--- src/rtl/ksm_pkg.sv ---
// shared types and constants of the key status map
`timescale 1ns / 1ps
package ksm_pkg;

    localparam int KEY_W    = 32;
    localparam int STATUS_W = 8;
    localparam int FUNC_W   = 2;

    // operation codes
    localparam logic [FUNC_W-1:0] FUNC_ADD  = 2'd0;
    localparam logic [FUNC_W-1:0] FUNC_FIND = 2'd1;
    localparam logic [FUNC_W-1:0] FUNC_DEL  = 2'd2;

    // one slot of the table
    typedef struct packed {
        logic                       valid;
        logic signed [KEY_W-1:0]    key;
        logic [STATUS_W-1:0]        status;
    } t_entry;

    // result of comparing one slot against the search key
    typedef struct packed {
        logic match;
        logic free;
    } t_cmp;

endpackage

--- src/rtl/ksm_mem.sv ---
// slot memory: one write port, one registered read port
`timescale 1ns / 1ps
module ksm_mem
    import ksm_pkg::*;
#(
    parameter int DEPTH = 64,
    parameter int AW    = 6
) (
    input  logic            i_clk,
    input  logic            i_we,
    input  logic [AW-1:0]   i_waddr,
    input  t_entry          i_wdata,
    input  logic            i_re,
    input  logic [AW-1:0]   i_raddr,
    output t_entry          o_rdata
);

    t_entry r_mem [DEPTH];
    t_entry r_rdata;

    // write port
    always_ff @(posedge i_clk) begin
        if (i_we) begin
            r_mem[i_waddr] <= i_wdata;
        end
    end

    // registered read port
    always_ff @(posedge i_clk) begin
        if (i_re) begin
            r_rdata <= r_mem[i_raddr];
        end
    end

    assign o_rdata = r_rdata;

endmodule

--- src/rtl/ksm_cmp.sv ---
// shared slot comparator: key match and free slot detect
`timescale 1ns / 1ps
module ksm_cmp
    import ksm_pkg::*;
(
    input  t_entry                  i_entry,
    input  logic signed [KEY_W-1:0] i_key,
    output t_cmp                    o_cmp
);

    // a slot matches only while it holds a valid pair
    always_comb begin
        o_cmp.match = i_entry.valid && (i_entry.key == i_key);
        o_cmp.free  = !i_entry.valid;
    end

endmodule

--- src/rtl/key_status_map_core.sv ---
// key status map top level: sequencer scanning the slot memory
// operations: one at a time, set by the single read port scanning one slot
//   per cycle; a waiting result holds back the next one
// reset: synchronous active low; then a clearing pass invalidates every slot
//   while the input is held off
`timescale 1ns / 1ps
module key_status_map_core
    import ksm_pkg::*;
#(
    parameter int ENTRIES = 64
) (
    input  logic                i_clk,
    input  logic                i_rst_n,
    // configuration
    input  logic                i_cfg_we,
    input  logic [STATUS_W-1:0] i_cfg_wdata,     // absent_code
    // input stream
    input  logic                i_s_tvalid,
    output logic                o_s_tready,
    input  logic [39:0]         i_s_tdata,       // key[31:0], new_status[39:32]
    input  logic [FUNC_W-1:0]   i_s_tuser,       // func[1:0]
    // output stream
    output logic                o_m_tvalid,
    input  logic                i_m_tready,
    output logic [STATUS_W-1:0] o_m_tdata,       // status_out[7:0]
    output logic [1:0]          o_m_tuser        // hit[0], full_error[1]
);

    localparam int IW = (ENTRIES > 1) ? $clog2(ENTRIES) : 1;
    localparam int CW = $clog2(ENTRIES + 1) + 1;

    typedef enum logic [1:0] {
        ST_CLEAR,
        ST_IDLE,
        ST_SCAN,
        ST_DONE
    } t_state;

    t_state                  r_state, n_state;
    logic [CW-1:0]           r_addr, n_addr;
    logic                    r_rd_pend, n_rd_pend;
    logic [IW-1:0]           r_cmp_idx, n_cmp_idx;
    logic [FUNC_W-1:0]       r_func, n_func;
    logic signed [KEY_W-1:0] r_key, n_key;
    logic [STATUS_W-1:0]     r_new_st, n_new_st;
    logic                    r_hit, n_hit;
    logic [IW-1:0]           r_hit_idx, n_hit_idx;
    logic [STATUS_W-1:0]     r_hit_st, n_hit_st;
    logic                    r_free_ok, n_free_ok;
    logic [IW-1:0]           r_free_idx, n_free_idx;
    logic [STATUS_W-1:0]     r_absent;
    logic                    r_out_vld, n_out_vld;
    logic [STATUS_W-1:0]     r_out_st, n_out_st;
    logic                    r_out_hit, n_out_hit;
    logic                    r_out_full, n_out_full;

    logic                    mem_we;
    logic [IW-1:0]           mem_waddr;
    t_entry                  mem_wdata;
    logic                    mem_re;
    logic [IW-1:0]           mem_raddr;
    t_entry                  mem_rdata;
    t_cmp                    cmp;
    logic                    s_beat;
    logic                    known;

    ksm_mem #(
        .DEPTH (ENTRIES),
        .AW    (IW)
    ) u_mem (
        .i_clk   (i_clk),
        .i_we    (mem_we),
        .i_waddr (mem_waddr),
        .i_wdata (mem_wdata),
        .i_re    (mem_re),
        .i_raddr (mem_raddr),
        .o_rdata (mem_rdata)
    );

    ksm_cmp u_cmp (
        .i_entry (mem_rdata),
        .i_key   (r_key),
        .o_cmp   (cmp)
    );

    assign s_beat = i_s_tvalid && o_s_tready;
    assign known  = (r_func == FUNC_ADD) || (r_func == FUNC_FIND) || (r_func == FUNC_DEL);

    // sequencer next state and memory control
    always_comb begin
        n_state    = r_state;
        n_addr     = r_addr;
        n_rd_pend  = 1'b0;
        n_cmp_idx  = r_cmp_idx;
        n_func     = r_func;
        n_key      = r_key;
        n_new_st   = r_new_st;
        n_hit      = r_hit;
        n_hit_idx  = r_hit_idx;
        n_hit_st   = r_hit_st;
        n_free_ok  = r_free_ok;
        n_free_idx = r_free_idx;
        n_out_vld  = r_out_vld;
        n_out_st   = r_out_st;
        n_out_hit  = r_out_hit;
        n_out_full = r_out_full;
        mem_we     = 1'b0;
        mem_waddr  = r_addr[IW-1:0];
        mem_wdata  = '0;
        mem_re     = 1'b0;
        mem_raddr  = r_addr[IW-1:0];

        // output beat taken
        if (r_out_vld && i_m_tready) begin
            n_out_vld = 1'b0;
        end

        case (r_state)
            // invalidate one slot per cycle after reset
            ST_CLEAR: begin
                mem_we = 1'b1;
                n_addr = r_addr + CW'(1);
                if (r_addr == CW'(ENTRIES - 1)) begin
                    n_state = ST_IDLE;
                end
            end
            // take an operation beat
            ST_IDLE: begin
                if (s_beat) begin
                    n_func    = i_s_tuser;
                    n_key     = i_s_tdata[31:0];
                    n_new_st  = i_s_tdata[39:32];
                    n_addr    = '0;
                    n_hit     = 1'b0;
                    n_free_ok = 1'b0;
                    n_state   = ST_SCAN;
                end
            end
            // read one slot per cycle, compare the slot read last cycle
            ST_SCAN: begin
                if (r_addr < CW'(ENTRIES)) begin
                    mem_re    = 1'b1;
                    n_rd_pend = 1'b1;
                    n_cmp_idx = r_addr[IW-1:0];
                    n_addr    = r_addr + CW'(1);
                end
                if (r_rd_pend) begin
                    if (cmp.match && !r_hit) begin
                        n_hit     = 1'b1;
                        n_hit_idx = r_cmp_idx;
                        n_hit_st  = mem_rdata.status;
                    end
                    if (cmp.free && !r_free_ok) begin
                        n_free_ok  = 1'b1;
                        n_free_idx = r_cmp_idx;
                    end
                end
                if ((r_addr >= CW'(ENTRIES)) && !r_rd_pend) begin
                    n_state = ST_DONE;
                end
            end
            // update the table and load the result once the output is free
            ST_DONE: begin
                if (!r_out_vld || i_m_tready) begin
                    n_out_vld  = 1'b1;
                    n_out_hit  = known && r_hit;
                    n_out_st   = r_absent;
                    n_out_full = 1'b0;
                    mem_wdata.valid  = 1'b1;
                    mem_wdata.key    = r_key;
                    mem_wdata.status = r_new_st;
                    mem_waddr        = r_hit_idx;
                    if (r_func == FUNC_ADD) begin
                        if (r_hit) begin
                            mem_we = 1'b1;
                        end else if (r_free_ok) begin
                            mem_we    = 1'b1;
                            mem_waddr = r_free_idx;
                        end else begin
                            n_out_full = 1'b1;
                        end
                    end else if (r_func == FUNC_FIND) begin
                        if (r_hit) begin
                            n_out_st = r_hit_st;
                        end
                    end else if (r_func == FUNC_DEL) begin
                        if (r_hit) begin
                            mem_we           = 1'b1;
                            mem_wdata.valid  = 1'b0;
                            mem_wdata.status = r_hit_st;
                        end
                    end
                    n_state = ST_IDLE;
                end
            end
            default: begin
                n_state = ST_IDLE;
            end
        endcase
    end

    // state and registered outputs
    always_ff @(posedge i_clk) begin
        if (!i_rst_n) begin
            r_state   <= ST_CLEAR;
            r_addr    <= '0;
            r_rd_pend <= 1'b0;
            r_out_vld <= 1'b0;
        end else begin
            r_state   <= n_state;
            r_addr    <= n_addr;
            r_rd_pend <= n_rd_pend;
            r_out_vld <= n_out_vld;
        end
        r_cmp_idx  <= n_cmp_idx;
        r_func     <= n_func;
        r_key      <= n_key;
        r_new_st   <= n_new_st;
        r_hit      <= n_hit;
        r_hit_idx  <= n_hit_idx;
        r_hit_st   <= n_hit_st;
        r_free_ok  <= n_free_ok;
        r_free_idx <= n_free_idx;
        r_out_st   <= n_out_st;
        r_out_hit  <= n_out_hit;
        r_out_full <= n_out_full;
    end

    // absent code register
    always_ff @(posedge i_clk) begin
        if (!i_rst_n) begin
            r_absent <= '0;
        end else if (i_cfg_we) begin
            r_absent <= i_cfg_wdata;
        end
    end

    assign o_s_tready = (r_state == ST_IDLE);
    assign o_m_tvalid = r_out_vld;
    assign o_m_tdata  = r_out_st;
    assign o_m_tuser  = {r_out_full, r_out_hit};

endmodule

--- config.mk ---
export PLATFORM = sky130hd
export DESIGN_NAME = key_status_map_core
export DESIGN_NICKNAME = d
export VERILOG_FILES = /design/src/rtl/ksm_pkg.sv /design/src/rtl/ksm_mem.sv /design/src/rtl/ksm_cmp.sv /design/src/rtl/key_status_map_core.sv
export SDC_FILE = /design/constraint.sdc
export NUM_CORES = 2
export LEC_CHECK = 0
export BUFFER_PORTS_ARGS = -buffer_cell sky130_fd_sc_hd__buf_4
export CAP_MARGIN = 20
export CORE_MARGIN = 1.5
export CORE_UTILIZATION = 65
export CTS_BUF_LIST = sky130_fd_sc_hd__clkbuf_4 sky130_fd_sc_hd__clkbuf_8
export DETAILED_ROUTE_END_ITERATION = 8
export GPL_TIMING_DRIVEN = 1
export PLACE_DENSITY_LB_ADDON = 0.15
export RECOVER_POWER = 100
export SLEW_MARGIN = 25
export SYNTH_ARGS = -nofsm -noshare
export SYNTH_HDL_FRONTEND = slang
export SYNTH_SLANG_ARGS = --single-unit
export TNS_END_PERCENT = 30
--- constraint.sdc ---
create_clock -name i_clk -period 10 [get_ports i_clk]
set_input_delay 1.5 -clock i_clk [delete_from_list [all_inputs] [get_ports i_clk]]
set_output_delay 1.5 -clock i_clk [all_outputs]
set_load 0.005 [all_outputs]
# After elaboration in Yosys (flattened, before gate mapping)
# Memories as Yosys holds them, arrays and structs flattened. A register that Yosys moved wholly into a read port is not among the register bits.
# Index checks and enable logic that the tools add are counted.
[word_totals]
memories = 1
inputBits = 55
latchBits = 0
word_cells = 115
regBits = 100
out_inout_bits = 12
ramBits = 2624
mem_bits_ro = 0
[classes]
n_lt_le_gt_ge = 2
reduce_logical = 29
mux = 49
eq_ne = 15
n_shift = 0
n_div = 0
n_addsub = 1
n_bitwise = 1
n_mul = 0
[mem_list]
columns = ["name", "words", "width", "rd", "rd_ports_with_merged_regs", "write_ports", "line", "text"]
rows = [
  ["u_mem.r_mem", 64, 41, 1, 1, 1, "ksm_mem.sv:18", "t_entry r_mem [DEPTH];"],
]
[ops]
columns = ["operator", "n"]
rows = [
  ["$mux W41", 2],
  ["$mux W8", 9],
  ["$eq A32 B32 Y1", 1],
  ["$mux W6", 5],
  ["$mux W1", 24],
  ["$pmux W8 S3", 1],
  ["$ne A2 B2 Y1 const B", 7],
  ["$reduce_and A4 Y1", 3],
  ["$reduce_and A3 Y1", 3],
  ["$add A8 B1 Y8 const B", 1],
  ["$eq A8 B6 Y1 const B", 1],
  ["$ge A8 B7 Y1 const B", 1],
  ["$lt A8 B7 Y1 const B", 1],
  ["$mux W2", 4],
  ["$pmux W2 S4", 1],
  ["$logic_and A1 B1 Y1", 7],
  ["$eq A2 B2 Y1 const B", 3],
  ["$pmux W1 S2", 3],
  ["$reduce_and A2 Y1", 3],
  ["$logic_not A1 Y1", 5],
  ["$eq A2 B1 Y1 const B", 2],
  ["$logic_not A2 Y1", 2],
  ["$logic_or A1 B1 Y1", 3],
  ["$reduce_bool A3 Y1", 1],
  ["4 further kinds", 4],
]

# Logic depth before layout (Yosys ltp)
[logic_depth]
ltp_word = 8
depth_mapped = 10
mapped_depth_nobuf = 7

# Cells and area by module
# From an unflattened synthesis, not the netlist that was laid out.
[unflattened]
cells_unflattened = 4558
hier_area_um2 = 104958.2
[by_module_without_submodules]
columns = ["mod", "cells_per_inst", "area_per_inst_um2", "seq_area_each_um2", "n_inst"]
rows = [
  ["ksm_mem", 4226, 100527.7, 80026.8, 1],
  ["key_status_map_core", 287, 4061.4, 2802.7, 1],
  ["ksm_cmp", 45, 369.1, 0.0, 1],
]

# Worst setup path before layout
# OpenSTA, ideal clock, no wires.
[synth_path]
path_type = "input -> register"
startpoint = "input i_m_tready"
endpoint = "memory u_mem.r_mem[32][0] (netlist bit), enable pin"
arrival_ns = 6.887
setup_ns = 0.542
t_required_ns = 9.458
path_slack_ns = 2.571
stages = 7
cell_sequence = "nand2b_1 > nand2_1 > inv_2 > mux2_2 > or4_1 > buf_2 > nor4_1"
[synth_between]
elab_chain_len = 5
[synth_rtl]
columns = ["element", "line", "text"]
rows = [
  ["from (decl)", "key_status_map_core.sv:24", "input logic i_m_tready,"],
  ["$logic_or A1 B1 Y1 *", "key_status_map_core.sv:164", "if (!r_out_vld || i_m_tready) begin"],
  ["$mux W1", "key_status_map_core.sv:164", ""],
  ["$pmux W1 S2", "key_status_map_core.sv:118", "case (r_state)"],
  ["$mux W1", "ksm_mem.sv:23", "if (i_we) begin"],
  ["$mux W1 (not written as such)", "ksm_mem.sv:24", "r_mem[i_waddr] <= i_wdata;"],
  ["to (decl)", "ksm_mem.sv:18", ""],
]
# Every way passes the cells marked *; elsewhere a longest branch is shown, timed or not.

# Final worst setup path
[layout_path]
startpoint = "register r_addr[2]"
endpoint = "register u_mem.o_rdata[31] (netlist name)"
[layout_between]
elab_chain_len = 3
[layout_rtl]
columns = ["element", "line", "text"]
rows = [
  ["from (decl)", "key_status_map_core.sv:40", "logic [CW-1:0] r_addr, n_addr;"],
  ["from (signal assigned)", "key_status_map_core.sv:211", "r_addr <= n_addr;"],
  ["$lt A8 B7 Y1", "key_status_map_core.sv:141", "if (r_addr < CW'(ENTRIES)) begin"],
  ["$mux W1", "key_status_map_core.sv:141", ""],
  ["$mux W1", "--", ""],
]
# Several ways; a longest one is shown, not always the timed one.
# A chain may end at the register's enable or synchronous reset.

==> impl_results.md <==
* GPL Wtd Cong at 0.939
* Via Count at 53.7k
* Root Buffer: clkbuf_8
* Residual DRC at 0
* Internal power at 0.0195 W
* CP max stage cell: clkbuf_1
* Startpoint Class: flip-flop
* PwrDens at 226 mW/mm^2
* Post-synthesis area per instance at 21.4 um^2
* Most used DFF post-synth: edfxtp_1
* Inserted Clock Buffers at around 430
* Row count at 147
* GRT overflow at 0
* Crit Path Max Fanout at 43
* DR WL/cell at 35.6 um
* Crit Path Class: flip-flop to flip-flop
* Synth Register Bits at around 2.8k
* Total Routing Usage GR at 0.340
* Die Span X at approximately 410 um
* First-pass GRT wire length at between 300 and 400 mm
* Top cell by count, worst path: buf_4
* Failing checks: max-capacitance violations, max-slew violations
* Setup Buffers After CTS at 0
* Relative max-transition margin at -1.58
* Clk Latency, worst-skew pair at ~1.1 ns
* Number of global-route vias before repair at 51.8k
* Starting Density at 0.656
* Largest net degree at the start of global routing at between 100 and 150
* Die span in y at 406 um
* Mapped Cells at 4,945
* Iter 0 DRT Violations at 7,611
* Nets at ~5.4k
* Slew @ Worst Pin at 3.87 ns
* Worst hold path type: flip-flop to flip-flop
* Met1 GRT Util at 0.479
* Post-synth EDFFs at 2,745
* Port-buffer cells at between 60 and 70
* DP Wirelength at 160 mm
* Seq pwr share at 0.498
* # resized after CTS at 0
* CTS tree: yes
* Crit path from: r_addr[2]
* I/O pins at 67
* Crit path depth at 7
* Setup Slack @ Placement at 3.59 ns
* Max Cap Viol at 59
* Clock buffer depth at 4
* Core area at approximately 0.16 mm^2
* Worst r2r dst: u_mem.o_rdata[31]
* Combinational Power Share at 0.164
* Setup WS post-layout at 2.30 ns
* Setup tns final at 0 ns
* Antenna-violating nets left at 0
* Leading cell type in the layout, fill and taps excluded: edfxtp_1
* Max-slew violation count at 2,853
* RSZ-0062 raised after global routing: false
* Crit path required time at 10.91 ns
* Most frequent cells in the layout: edfxtp_1, mux4_2, clkbuf_8
* Clk_skew at 0.0531 ns
* Max incr delay on CP at 2.70 ns
* WHS Path Cells at 0
* Buffers & Inverters on Critical Path at 3
* Post-layout min period at 7.70 ns
* F_max at 0.130 GHz
* Switching share of power at 0.264
* Sequential element share of the synthesized area at 0.783
* Synth Cell Area at 0.106 mm^2
* Crit-path cells: clkbuf_1, and2_0, buf_4, buf_4, a211oi_1, o21ai_0, a22o_1
* Clock Sinks at 2,765
* Sw power at 0.00699 W
* Busiest layer in global routing: met2
* Worst-path clk slew at ~0.070 ns
* Clk network pwr share at 0.338
* Final setup fails at 0
* Total iterations of the first detailed-routing run at 8
* M2 GR Usage at 0.506
* R2R Path Start: r_addr[2]
* Worst r2r path cells at 7
* Mapped Nets at 5,006
* Final Hold Fails at 0
* Outcome: finished with violations
* Hold EP: r_hit_st[6]
* R2R setup slack at 2.30 ns
* Die ar. at 0.165 mm^2
* Fraction of layout cells with a size suffix above 1 at 0.249
* CP top delay family: buffers and inverters
* Yosys warns at 0
* Period utilization at 0.770
* Initial antenna violation count at 11
* Async SR Flop Fraction at 0
* Max VDD drop at 0.000191 V
* CP arrival at ~8.6 ns
* Post-CTS Hold Fix Bufs at 0
* Min-Delay Startpoint: u_mem.o_rdata[6]
* WL final at 277 mm
* CP Capture Type: flip-flop
* GRT met3 Usage at 0.0885
* Leakage at 33.2 nW
* DR vias/cell at slightly below 7
* Area Overhead vs Synth at 10.9%
* H-tree depth at 5
* Synth cell types at between 50 and 60
worst max-delay path by stage:
stage | to | slack, ns
after floorplan | u_mem.r_mem[32][0] | 2.57
after global placement | u_mem.r_mem[10][31] | 3.72
after detailed placement | u_mem.r_mem[10][9] | 3.59
after CTS | u_mem.r_mem[10][27] | 4.71
after global routing | u_mem.o_rdata[31] | 2.36
final | u_mem.o_rdata[31] | 2.30
flip-flops by register name (all words and copies together), names as in the netlist:
name / flops
r_hit_idx: 6
r_out_full: 1
u_mem.r_mem: 2624
r_hit_st: 8
o_m_tvalid: 1
r_out_hit: 1
r_new_st: 8
o_m_tdata: 8
r_key: 32
r_free_idx: 6
r_free_ok: 1
r_func: 2
r_cmp_idx: 6
r_rd_pend: 1
r_hit: 1
r_addr: 8
u_mem.o_rdata: 41
r_absent: 8
r_state: 2
synth_stat cells (all sizes together) (2+ instances only):
cell type | number | area, um^2
a21oi | 111 | 556
edfxtp | 2745 | 82400
dfxtp | 20 | 400
ha | 6 | 75.1
mux2 | 12 | 139
nor4 | 12 | 75.1
a31oi | 13 | 81.3
a22o | 15 | 131
nor2 | 113 | 424
a22oi | 78 | 586
o22ai | 73 | 457
a211o | 32 | 280
or3 | 4 | 25.0
nand3 | 44 | 220
mux4 | 507 | 11400
a31o | 3 | 26.3
o221ai | 64 | 561
mux2i | 418 | 4190
o211a | 2 | 20.0
a221oi | 12 | 105
and2 | 8 | 50.1
o2111ai | 3 | 26.3
o21ai | 26 | 130
inv | 6 | 22.5
buf | 133 | 613
nand3b | 10 | 75.1
and3 | 36 | 225
nand2 | 74 | 278
xnor2 | 28 | 245
xor2 | 10 | 87.6
nand2b | 6 | 37.5
nor3 | 5 | 25.0
clkbuf | 153 | 574
o211ai | 8 | 60.1
a21o | 6 | 45.0
nand4 | 10 | 62.6
o22a | 9 | 78.8
nor2b | 51 | 319
or3b | 2 | 17.5
o31ai | 4 | 30.0
a211oi | 61 | 458
a2111oi | 3 | 26.3
layer usage:
layer  share of wire  wire [um]
met2            0.46     128000
met5         0.00014         38
met4           0.054      15000
met3            0.12      33800
met1            0.36      99800
cell families after synthesis:
group,share of synthesized area
muxes,0.149
AOI/OAI and AO/OA,0.0349
DFF,0.783
and+or+nand+nor,0.0178
adders and majority gates,0.000710
buffers and inverters,0.0115
xor gates and xnor gates,0.00315
layout make-up:
class / instances / area (um^2)
antenna: 2 / 5.00
clock buffer: 557 / 6880
clock inverter: 192 / 1120
fill: 9244 / 43800
inverter: 7 / 26.3
multi-input combinational: 1887 / 22200
sequential: 2765 / 82800
tap: 2160 / 2700
timing repair buffer: 209 / 1550
power groups by stage:
stage | combinational, W | sequential [W] | clock (W)
after floorplan | 0.00296 | 0.0133 | 0
after global placement | 0.00431 | 0.0134 | 0
after detailed placement | 0.00433 | 0.0134 | 0
after CTS | 0.00434 | 0.0132 | 0.00904
after global routing | 0.00451 | 0.0132 | 0.00952
final | 0.00434 | 0.0132 | 0.00895
stage by stage:
stage,util,total power [W],instance area (um^2),hold slack (ns),instances
6_report,0.728,0.0265,117000,0.411,7779
5_1_grt,0.728,0.0272,117000,0.426,7778
4_1_cts,0.731,0.0266,118000,0.416,7776
3_5_place_dp,0.681,0.0178,110000,0.429,7027
3_3_place_gp,0.681,0.0177,110000,0.424,7027
2_1_floorplan,-,0.0163,106000,0.400,4945
No activity file was read; power rests on OpenSTA's default activity.
